`src/rtl/rnbr_pkg.sv`:
```
// Shared widths, codes, types and the box-fit test for the region lookup block.
package rnbr_pkg;

    // Table geometry
    localparam int MAX_REGIONS = 16;
    localparam int IDX_W       = $clog2(MAX_REGIONS);
    localparam int CNT_W       = IDX_W + 1;
    localparam int NUM_FIELD_W = 5;

    // Coordinate and arithmetic widths
    localparam int COORD_BITS = 32;
    localparam int DIFF_W     = COORD_BITS + 1;
    localparam int TRIG_W     = 16;
    localparam int FRAC_BITS  = 15;
    localparam int PROD_W     = DIFF_W + TRIG_W;
    localparam int ACC_W      = PROD_W + 1;
    localparam int ROT_W      = ACC_W - FRAC_BITS;
    localparam int MAG_W      = ROT_W + 1;
    localparam int SIDE_W     = 32;
    localparam int LIMIT_W    = 32;

    // Configuration port
    localparam int CFG_IDX_W  = 3;
    localparam int CFG_DATA_W = COORD_BITS;

    localparam logic [CFG_IDX_W-1:0] CFG_CENTER_X    = 3'd0;
    localparam logic [CFG_IDX_W-1:0] CFG_CENTER_Y    = 3'd1;
    localparam logic [CFG_IDX_W-1:0] CFG_CENTER_Z    = 3'd2;
    localparam logic [CFG_IDX_W-1:0] CFG_ROT_COS     = 3'd3;
    localparam logic [CFG_IDX_W-1:0] CFG_ROT_SIN     = 3'd4;
    localparam logic [CFG_IDX_W-1:0] CFG_NUM_REGIONS = 3'd5;

    localparam logic signed [TRIG_W-1:0] COS_RESET = 16'sd32767;

    // Operation codes carried in func
    localparam logic FUNC_LOAD  = 1'b0;
    localparam logic FUNC_QUERY = 1'b1;

    // One table entry as stored in the RAM
    typedef struct packed {
        logic [SIDE_W-1:0]  side_x;
        logic [SIDE_W-1:0]  side_y;
        logic [SIDE_W-1:0]  side_z;
        logic [LIMIT_W-1:0] limit_h;
        logic [LIMIT_W-1:0] limit_v;
    } entry_t;

    // Operands handed to the rotation unit
    typedef struct packed {
        logic signed [DIFF_W-1:0] dx;
        logic signed [DIFF_W-1:0] dy;
        logic signed [TRIG_W-1:0] cos_q;
        logic signed [TRIG_W-1:0] sin_q;
    } rot_in_t;

    // Rotated coordinates returned by the rotation unit
    typedef struct packed {
        logic signed [ROT_W-1:0] vx;
        logic signed [ROT_W-1:0] vy;
    } rot_out_t;

    // Half-length test without rounding: 2*|v| <= side
    function automatic logic fits(input logic signed [ROT_W-1:0] v,
                                  input logic [SIDE_W-1:0] side);
        logic [ROT_W-1:0] mag;
        mag = v[ROT_W-1] ? ROT_W'(-v) : ROT_W'(v);
        return {mag, 1'b0} <= MAG_W'(side);
    endfunction

endpackage

```
`src/rtl/rnbr_ram.sv`:
```
// Generic single-write, single-read RAM with registered read data.
module rnbr_ram #(
    parameter int WIDTH = 8,
    parameter int DEPTH = 16
) (
    input  logic                     clk,
    input  logic                     we,
    input  logic [$clog2(DEPTH)-1:0] waddr,
    input  logic [WIDTH-1:0]         wdata,
    input  logic [$clog2(DEPTH)-1:0] raddr,
    output logic [WIDTH-1:0]         rdata
);

    logic [WIDTH-1:0] mem [DEPTH];

    // Write and registered read
    always_ff @(posedge clk)
    begin
        if (we)
        begin
            mem[waddr] <= wdata;
        end
        rdata <= mem[raddr];
    end

endmodule

```
`src/rtl/rnbr_rotate.sv`:
```
// Rotation about the vertical axis on one shared multiplier and accumulator.
module rnbr_rotate (
    input  logic                clk,
    input  logic                rst_n,
    input  logic                go,
    input  rnbr_pkg::rot_in_t   opnd,
    output logic                done,
    output rnbr_pkg::rot_out_t  res
);

    typedef enum logic [2:0] {
        RS_IDLE,
        RS_P0,
        RS_P1,
        RS_VX,
        RS_P3,
        RS_VY
    } step_t;

    step_t                                step_reg;
    logic signed [rnbr_pkg::PROD_W-1:0]   prod_reg;
    logic signed [rnbr_pkg::ACC_W-1:0]    acc_reg;
    logic signed [rnbr_pkg::ROT_W-1:0]    vx_reg;
    logic signed [rnbr_pkg::ROT_W-1:0]    vy_reg;

    logic signed [rnbr_pkg::DIFF_W-1:0]   mul_a;
    logic signed [rnbr_pkg::TRIG_W-1:0]   mul_b;
    logic signed [rnbr_pkg::PROD_W-1:0]   prod_next;
    logic signed [rnbr_pkg::ACC_W-1:0]    diff_sum;
    logic signed [rnbr_pkg::ACC_W-1:0]    add_sum;

    // Select multiplier operands: dx*cos, dy*sin, dx*sin, dy*cos
    always_comb
    begin
        mul_a = opnd.dx;
        mul_b = opnd.cos_q;
        unique case (step_reg)
            RS_P1:
            begin
                mul_a = opnd.dy;
                mul_b = opnd.sin_q;
            end
            RS_VX:
            begin
                mul_a = opnd.dx;
                mul_b = opnd.sin_q;
            end
            RS_P3:
            begin
                mul_a = opnd.dy;
                mul_b = opnd.cos_q;
            end
            default:
            begin
                mul_a = opnd.dx;
                mul_b = opnd.cos_q;
            end
        endcase
    end

    assign prod_next = rnbr_pkg::PROD_W'(mul_a) * rnbr_pkg::PROD_W'(mul_b);
    assign diff_sum  = acc_reg - rnbr_pkg::ACC_W'(prod_reg);
    assign add_sum   = acc_reg + rnbr_pkg::ACC_W'(prod_reg);

    // Advance the step sequence and update product, accumulator and results
    always_ff @(posedge clk or negedge rst_n)
    begin
        if (!rst_n)
        begin
            step_reg <= RS_IDLE;
        end
        else
        begin
            unique case (step_reg)
                RS_IDLE:
                begin
                    if (go)
                    begin
                        step_reg <= RS_P0;
                    end
                end
                RS_P0:
                begin
                    prod_reg <= prod_next;
                    step_reg <= RS_P1;
                end
                RS_P1:
                begin
                    acc_reg  <= rnbr_pkg::ACC_W'(prod_reg);
                    prod_reg <= prod_next;
                    step_reg <= RS_VX;
                end
                RS_VX:
                begin
                    // Arithmetic shift floors toward minus infinity
                    vx_reg   <= rnbr_pkg::ROT_W'(diff_sum >>> rnbr_pkg::FRAC_BITS);
                    prod_reg <= prod_next;
                    step_reg <= RS_P3;
                end
                RS_P3:
                begin
                    acc_reg  <= rnbr_pkg::ACC_W'(prod_reg);
                    prod_reg <= prod_next;
                    step_reg <= RS_VY;
                end
                RS_VY:
                begin
                    vy_reg   <= rnbr_pkg::ROT_W'(add_sum >>> rnbr_pkg::FRAC_BITS);
                    step_reg <= RS_IDLE;
                end
                default:
                begin
                    step_reg <= RS_IDLE;
                end
            endcase
        end
    end

    // Results are valid from the cycle after done
    assign done   = (step_reg == RS_VY);
    assign res.vx = vx_reg;
    assign res.vy = vy_reg;

endmodule

```
`src/rtl/rotated_nested_box_region_lookup.sv`:
```
// Top level: first-match lookup of a point in a table of rotated nested boxes.
// A load writes one entry and gives no result; busy stays low, so a new transaction
// may start in the next cycle. A query holds busy high until it ends with a done
// strobe: five steps on the shared multiplier, then one RAM read per entry compared,
// at most 16 entries.
// Reset clears the control state and configuration (cosine to 32767); table contents
// stay undefined until loaded. The receiver cannot stall: done lasts one cycle.
module rotated_nested_box_region_lookup (
    input  logic                                  clk,
    input  logic                                  rst_n,
    input  logic                                  start,
    output logic                                  busy,
    input  logic                                  func,
    input  logic [rnbr_pkg::IDX_W-1:0]            entry_index,
    input  logic [rnbr_pkg::SIDE_W-1:0]           side_x,
    input  logic [rnbr_pkg::SIDE_W-1:0]           side_y,
    input  logic [rnbr_pkg::SIDE_W-1:0]           side_z,
    input  logic [rnbr_pkg::LIMIT_W-1:0]          limit_horizontal,
    input  logic [rnbr_pkg::LIMIT_W-1:0]          limit_vertical,
    input  logic signed [rnbr_pkg::COORD_BITS-1:0] point_x,
    input  logic signed [rnbr_pkg::COORD_BITS-1:0] point_y,
    input  logic signed [rnbr_pkg::COORD_BITS-1:0] point_z,
    input  logic                                  cfg_wr_en,
    input  logic [rnbr_pkg::CFG_IDX_W-1:0]        cfg_index,
    input  logic [rnbr_pkg::CFG_DATA_W-1:0]       cfg_data,
    output logic                                  done,
    output logic                                  found,
    output logic [rnbr_pkg::IDX_W-1:0]            region_hit,
    output logic [rnbr_pkg::LIMIT_W-1:0]          edge_horizontal,
    output logic [rnbr_pkg::LIMIT_W-1:0]          edge_vertical
);

    typedef enum logic [1:0] {
        ST_IDLE,
        ST_PREP,
        ST_ROT,
        ST_SCAN
    } state_t;

    state_t                                   state_reg;

    // Configuration registers
    logic signed [rnbr_pkg::COORD_BITS-1:0]   center_x_reg;
    logic signed [rnbr_pkg::COORD_BITS-1:0]   center_y_reg;
    logic signed [rnbr_pkg::COORD_BITS-1:0]   center_z_reg;
    logic signed [rnbr_pkg::TRIG_W-1:0]       cos_reg;
    logic signed [rnbr_pkg::TRIG_W-1:0]       sin_reg;
    logic [rnbr_pkg::NUM_FIELD_W-1:0]         count_reg;

    // Query operands
    logic signed [rnbr_pkg::DIFF_W-1:0]       dx_reg;
    logic signed [rnbr_pkg::DIFF_W-1:0]       dy_reg;
    logic signed [rnbr_pkg::DIFF_W-1:0]       dz_reg;

    // Scan control
    logic [rnbr_pkg::CNT_W-1:0]               issue_reg;
    logic                                     chk_valid_reg;
    logic [rnbr_pkg::IDX_W-1:0]               chk_idx_reg;

    // Result registers
    logic                                     done_reg;
    logic                                     found_reg;
    logic [rnbr_pkg::IDX_W-1:0]               hit_idx_reg;
    logic [rnbr_pkg::LIMIT_W-1:0]             edge_h_reg;
    logic [rnbr_pkg::LIMIT_W-1:0]             edge_v_reg;

    logic                                     accept;
    logic                                     load_we;
    rnbr_pkg::entry_t                         wr_entry;
    rnbr_pkg::entry_t                         rd_entry;
    logic [rnbr_pkg::CNT_W-1:0]               n_eff;
    logic                                     issue_en;
    logic                                     hit;
    rnbr_pkg::rot_in_t                        rot_in;
    rnbr_pkg::rot_out_t                       rot_out;
    logic                                     rot_go;
    logic                                     rot_done;

    assign busy    = (state_reg != ST_IDLE);
    assign accept  = start && !busy;
    assign load_we = accept && (func == rnbr_pkg::FUNC_LOAD);

    assign wr_entry = '{side_x:  side_x,
                        side_y:  side_y,
                        side_z:  side_z,
                        limit_h: limit_horizontal,
                        limit_v: limit_vertical};

    // Entry table
    rnbr_ram #(
        .WIDTH ($bits(rnbr_pkg::entry_t)),
        .DEPTH (rnbr_pkg::MAX_REGIONS)
    ) u_table (
        .clk   (clk),
        .we    (load_we),
        .waddr (entry_index),
        .wdata (wr_entry),
        .raddr (issue_reg[rnbr_pkg::IDX_W-1:0]),
        .rdata (rd_entry)
    );

    // Rotation unit
    assign rot_in = '{dx: dx_reg, dy: dy_reg, cos_q: cos_reg, sin_q: sin_reg};
    assign rot_go = (state_reg == ST_PREP);

    rnbr_rotate u_rotate (
        .clk   (clk),
        .rst_n (rst_n),
        .go    (rot_go),
        .opnd  (rot_in),
        .done  (rot_done),
        .res   (rot_out)
    );

    // Clamp the entry count to the table depth
    assign n_eff = (count_reg > rnbr_pkg::NUM_FIELD_W'(rnbr_pkg::MAX_REGIONS)) ?
                   rnbr_pkg::CNT_W'(rnbr_pkg::MAX_REGIONS) :
                   rnbr_pkg::CNT_W'(count_reg);

    assign issue_en = (issue_reg < n_eff);

    // Test the entry read in the previous cycle
    assign hit = chk_valid_reg &&
                 rnbr_pkg::fits(rot_out.vx, rd_entry.side_x) &&
                 rnbr_pkg::fits(rot_out.vy, rd_entry.side_y) &&
                 rnbr_pkg::fits(rnbr_pkg::ROT_W'(dz_reg), rd_entry.side_z);

    // Hold configuration, sequence the query and register the result
    always_ff @(posedge clk or negedge rst_n)
    begin
        if (!rst_n)
        begin
            state_reg     <= ST_IDLE;
            center_x_reg  <= '0;
            center_y_reg  <= '0;
            center_z_reg  <= '0;
            cos_reg       <= rnbr_pkg::COS_RESET;
            sin_reg       <= '0;
            count_reg     <= '0;
            issue_reg     <= '0;
            chk_valid_reg <= 1'b0;
            done_reg      <= 1'b0;
            found_reg     <= 1'b0;
            hit_idx_reg   <= '0;
            edge_h_reg    <= '0;
            edge_v_reg    <= '0;
        end
        else
        begin
            done_reg <= 1'b0;

            // Configuration writes
            if (cfg_wr_en)
            begin
                unique case (cfg_index)
                    rnbr_pkg::CFG_CENTER_X:    center_x_reg <= cfg_data;
                    rnbr_pkg::CFG_CENTER_Y:    center_y_reg <= cfg_data;
                    rnbr_pkg::CFG_CENTER_Z:    center_z_reg <= cfg_data;
                    rnbr_pkg::CFG_ROT_COS:     cos_reg <= cfg_data[rnbr_pkg::TRIG_W-1:0];
                    rnbr_pkg::CFG_ROT_SIN:     sin_reg <= cfg_data[rnbr_pkg::TRIG_W-1:0];
                    rnbr_pkg::CFG_NUM_REGIONS:
                        count_reg <= cfg_data[rnbr_pkg::NUM_FIELD_W-1:0];
                    default:
                    begin
                    end
                endcase
            end

            unique case (state_reg)
                ST_IDLE:
                begin
                    // Take the offset from the center on a query
                    if (start && (func == rnbr_pkg::FUNC_QUERY))
                    begin
                        dx_reg    <= rnbr_pkg::DIFF_W'(point_x) -
                                     rnbr_pkg::DIFF_W'(center_x_reg);
                        dy_reg    <= rnbr_pkg::DIFF_W'(point_y) -
                                     rnbr_pkg::DIFF_W'(center_y_reg);
                        dz_reg    <= rnbr_pkg::DIFF_W'(point_z) -
                                     rnbr_pkg::DIFF_W'(center_z_reg);
                        state_reg <= ST_PREP;
                    end
                end
                ST_PREP:
                begin
                    state_reg <= ST_ROT;
                end
                ST_ROT:
                begin
                    if (rot_done)
                    begin
                        issue_reg     <= '0;
                        chk_valid_reg <= 1'b0;
                        state_reg     <= ST_SCAN;
                    end
                end
                ST_SCAN:
                begin
                    // Issue one read per cycle, check it in the next
                    if (issue_en)
                    begin
                        issue_reg <= issue_reg + 1'b1;
                    end
                    chk_valid_reg <= issue_en;
                    chk_idx_reg   <= issue_reg[rnbr_pkg::IDX_W-1:0];

                    if (hit)
                    begin
                        done_reg      <= 1'b1;
                        found_reg     <= 1'b1;
                        hit_idx_reg   <= chk_idx_reg;
                        edge_h_reg    <= rd_entry.limit_h;
                        edge_v_reg    <= rd_entry.limit_v;
                        chk_valid_reg <= 1'b0;
                        state_reg     <= ST_IDLE;
                    end
                    else if (!issue_en && !chk_valid_reg)
                    begin
                        done_reg    <= 1'b1;
                        found_reg   <= 1'b0;
                        hit_idx_reg <= '0;
                        edge_h_reg  <= '0;
                        edge_v_reg  <= '0;
                        state_reg   <= ST_IDLE;
                    end
                end
                default:
                begin
                    state_reg <= ST_IDLE;
                end
            endcase
        end
    end

    assign done            = done_reg;
    assign found           = found_reg;
    assign region_hit      = hit_idx_reg;
    assign edge_horizontal = edge_h_reg;
    assign edge_vertical   = edge_v_reg;

endmodule

```
`config.mk`:
```
export PLATFORM = sky130hd
export DESIGN_NAME = rotated_nested_box_region_lookup
export DESIGN_NICKNAME = d
export VERILOG_FILES = /design/src/rtl/rnbr_pkg.sv /design/src/rtl/rnbr_ram.sv /design/src/rtl/rnbr_rotate.sv /design/src/rtl/rotated_nested_box_region_lookup.sv
export SDC_FILE = /design/constraint.sdc
export NUM_CORES = 2
export LEC_CHECK = 0
export ABC_AREA = 1
export BUFFER_PORTS_ARGS = -buffer_cell sky130_fd_sc_hd__buf_4
export CORE_MARGIN = 5
export CORE_UTILIZATION = 58
export CTS_BUF_LIST = sky130_fd_sc_hd__clkbuf_8
export DETAILED_ROUTE_END_ITERATION = 6
export GPL_ROUTABILITY_DRIVEN = 0
export PLACE_DENSITY = 0.75
export SETUP_SLACK_MARGIN = 0.02
export SYNTH_ARGS = -nofsm -noshare
export SYNTH_HDL_FRONTEND = slang
export SYNTH_SLANG_ARGS = --single-unit
```
`constraint.sdc`:
```
create_clock -name clk -period 12.51 [get_ports clk]
set_input_delay 0.6255 -clock clk [delete_from_list [all_inputs] [get_ports clk]]
set_output_delay 0.6255 -clock clk [all_outputs]
set_load 0.1 [all_outputs]
```
==> impl_metrics.toml <==
[worst_setup_path]
cp.depth = 23
crit_type = "reg2reg"
reg2regPathDepth = 23
cp_slowest_stage_delay_ns = 1.11
cp-end-kind = "flop"
worstSetupStartpointType = "flop"
path_buf_inv = 5
slowest_stage = "clkinv_1"
crit_fanout = 25
rrSetupSlack_ns = 3.51
crit_arrival_ns = 9.74
path_common_cell = "fa_1"
r2r_start = "u_rotate.step_reg[2]"
required_ns = 13.25
worstReg2RegEnd = "u_rotate.prod_reg[26]"
worstPathCellList = "nor2_1 > inv_1 > o21ai_1 > clkinv_1 > nor2_1 > fa_1 > inv_1 > fa_1 > fa_1 > fa_1 > inv_1 > fa_1 > fa_1 > ha_1 > a21oi_1 > o21ai_0 > a21oi_1 > inv_1 > a21oi_1 > o21ai_0 > a21boi_0 > o21ai_0 > xor2_1"
cpLargestDelayFamily = "adder cells"

[clock_network]
clkTransAtPathRegs_ns = 0.06
cts-resized-gates = 0
cts.sinks = 3205
cts_buffer_depth = 4
numCtsBuffers = 486
htreeDepth = 5
tritoncts = "done"
clock-root-buffer = "clkbuf_8"
postCtsHoldBufs = 190
worstSkewPairLatency_ns = 1.09
cts_setup_buffers = 0

[placement]
dp_hpwl_mm = 263
port-buffer-count = 370

[global_route]
antenna_found_initial = 70
grt_pass1_wl_mm = 643
grt_pass1_vias = 107169
grt_max_degree = 257
grtUsageTotal_pct = 30.8
overflow = 0

[finish]
area_growth_pct = 11.7
regMostFlops = "u_table.mem"
largest_reg_flops = 2560
layout.nets = 14947
fill_cells = 18955
final_cell_mix = "2831 x edfxtp_1, 2036 x nor2_1, 1600 x inv_1"
drive_gt1_share_pct = 9.03
final_common_cell = "edfxtp_1"
reg_top3 = "u_table.mem: 2560 flops, u_table.rdata: 160 flops"

[synth]
synth.avg_cell_area_um2 = 11.6
yosys.area_share.simple_pct = 10.5
synth_edf_count = 2831
synth.net_count = 14388
synth_top_family_by_area = "simple AND/OR/NAND/NOR gates"
ys_types = 55
yosysSeqAreaShare_pct = 61.1
synth-compound-area-share_pct = 9.70
synth_ff_type = "edfxtp_1"
synth_fa_ha_area_share_pct = 9.96
syn_area_mm2 = 0.153
ys.warnings.count = 0
synth-seq-cells = 3205
async_flop_share_pct = 6.68
synth_mux_area_share_pct = 1.75
synth_xor_xnor_area_share_pct = 1.72
syn_inst = 13172

[job]
maxCapViolCount = 0

[route]
vias = 108133
vias_per_cell = 6.11
wire_per_inst_um = 24.3
drc = 0
drt_iter0_markers = 13756
drt-total-wl_mm = 429
dr.pass1.iters = 7
ant_nets = 0

[timing]
skew_ns = 0.105
setup_tns_ns = 0
relSlewSlack_pct = 0.512
slew_viol_final = 0
fin_crit_ns = 9.00
period_share_pct = 71.9
rsz0062_at_grt = "no"
finalSetupViolCount = 0
final-hold-violation-count = 0
tightest_slew_ns = 1.49
timing.fmax_ghz = 0.111

[die]
chipHeight_um = 524
die_area_mm2 = 0.274
rows = 188
fp.coreArea_mm2 = 0.263
num_io_pins = 371
initial_core_util_pct = 58.3
fp.dieW_um = 524

[worst_hold_path]
hold_class = "in2async"

[run_status]
status = "complete, no violations"
==> cells by family (layout without fill, tap and decap cells) <==
logic type,count (synthesis),after routing
AND/OR/NAND/NOR,4041,4041
adder cells (fa/ha/maj),916,916
other,0,43
XOR/XNOR,300,300
buffers and inverters,2085,3059
multiplexers,268,268
AO/OA/AOI/OAI,2357,2357
flip-flops,3205,3205
==> per-stage QoR <==
step | util [%] | setup slack [ns] | area (um^2) | hold slack [ns] | cells
floorplan | - | 4.15 | 153000 | 0.330 | 13172
global placement | 60.7 | 4.12 | 159000 | 0.423 | 16568
detailed placement | 60.7 | 3.85 | 159000 | 0.422 | 16568
CTS | 65.1 | 3.78 | 171000 | 0.00304 | 17661
global route | 65.1 | 3.14 | 171000 | 0.0458 | 17675
finish | 65.1 | 3.51 | 171000 | 0.0985 | 17704
==> cell usage after synthesis, drive strengths merged, types with 2 or more instances <==
master	number	area, um^2
nor3	58	305
xor2	223	1950
nand2	1408	5300
mux2i	268	2680
or2	30	188
a211oi	16	120
dfxtp	160	3200
a221oi	2	17.5
nor2	2064	7770
o21ai	1104	5580
o2111ai	8	70.1
nand4	52	332
and3	5	31.3
inv	1452	5450
nand3b	7	52.6
o31ai	10	75.1
dfstp	15	394
xnor2	77	674
edfxtp	2831	85000
o32ai	373	3270
clkinv	14	52.6
a2111oi	4	35.0
o21a	31	233
nor3b	2	15.0
nor4	25	156
a21oi	363	1820
a21o	22	165
a311oi	4	35.0
clkbuf	538	2020
dfrtp	199	4980
o21bai	14	105
o221ai	269	2360
buf	81	434
ha	413	5170
a31oi	46	288
fa	503	10100
o211ai	63	473
a21boi	26	195
nand3	389	1960
==> worst max path at each step <==
stage	slack, ns	to	start
after floorplan	4.15	u_table.mem[0][0]	state_reg[0]
after global placement	4.12	u_rotate.prod_reg[26]	u_rotate.step_reg[2]
after detailed placement	3.85	u_rotate.prod_reg[26]	u_rotate.step_reg[2]
after CTS	3.78	u_rotate.prod_reg[26]	u_rotate.step_reg[2]
after global routing	3.14	u_rotate.prod_reg[26]	u_rotate.step_reg[2]
final	3.51	u_rotate.prod_reg[26]	u_rotate.step_reg[2]
==> cell type report <==
type / count / area (um^2) / share of cell area, %
antenna: 43 / 108 / 0.0629
clock buffer: 551 / 7580 / 4.44
clock inverter: 352 / 2120 / 1.24
inverter: 1466 / 5530 / 3.24
multi-input combinational: 7882 / 51700 / 30.3
sequential: 3205 / 93600 / 54.8
tap: 3515 / 4400 / 2.57
timing repair buffer: 690 / 5860 / 3.43
==> layer usage <==
metal / vias up / part of all wire (%) / GRT usage, %
met5: - / 0.073 / 0
met4: 46 / 5.7 / 15.7
met3: 1277 / 11 / 6.80
met2: 6765 / 45 / 47.1
met1: 52904 / 38 / 41.9
li1: 47141 / - / -
Power is left out: the tool's default activity adds up to more than one toggle a clock period on the data nets, which glitch-free logic cannot reach.
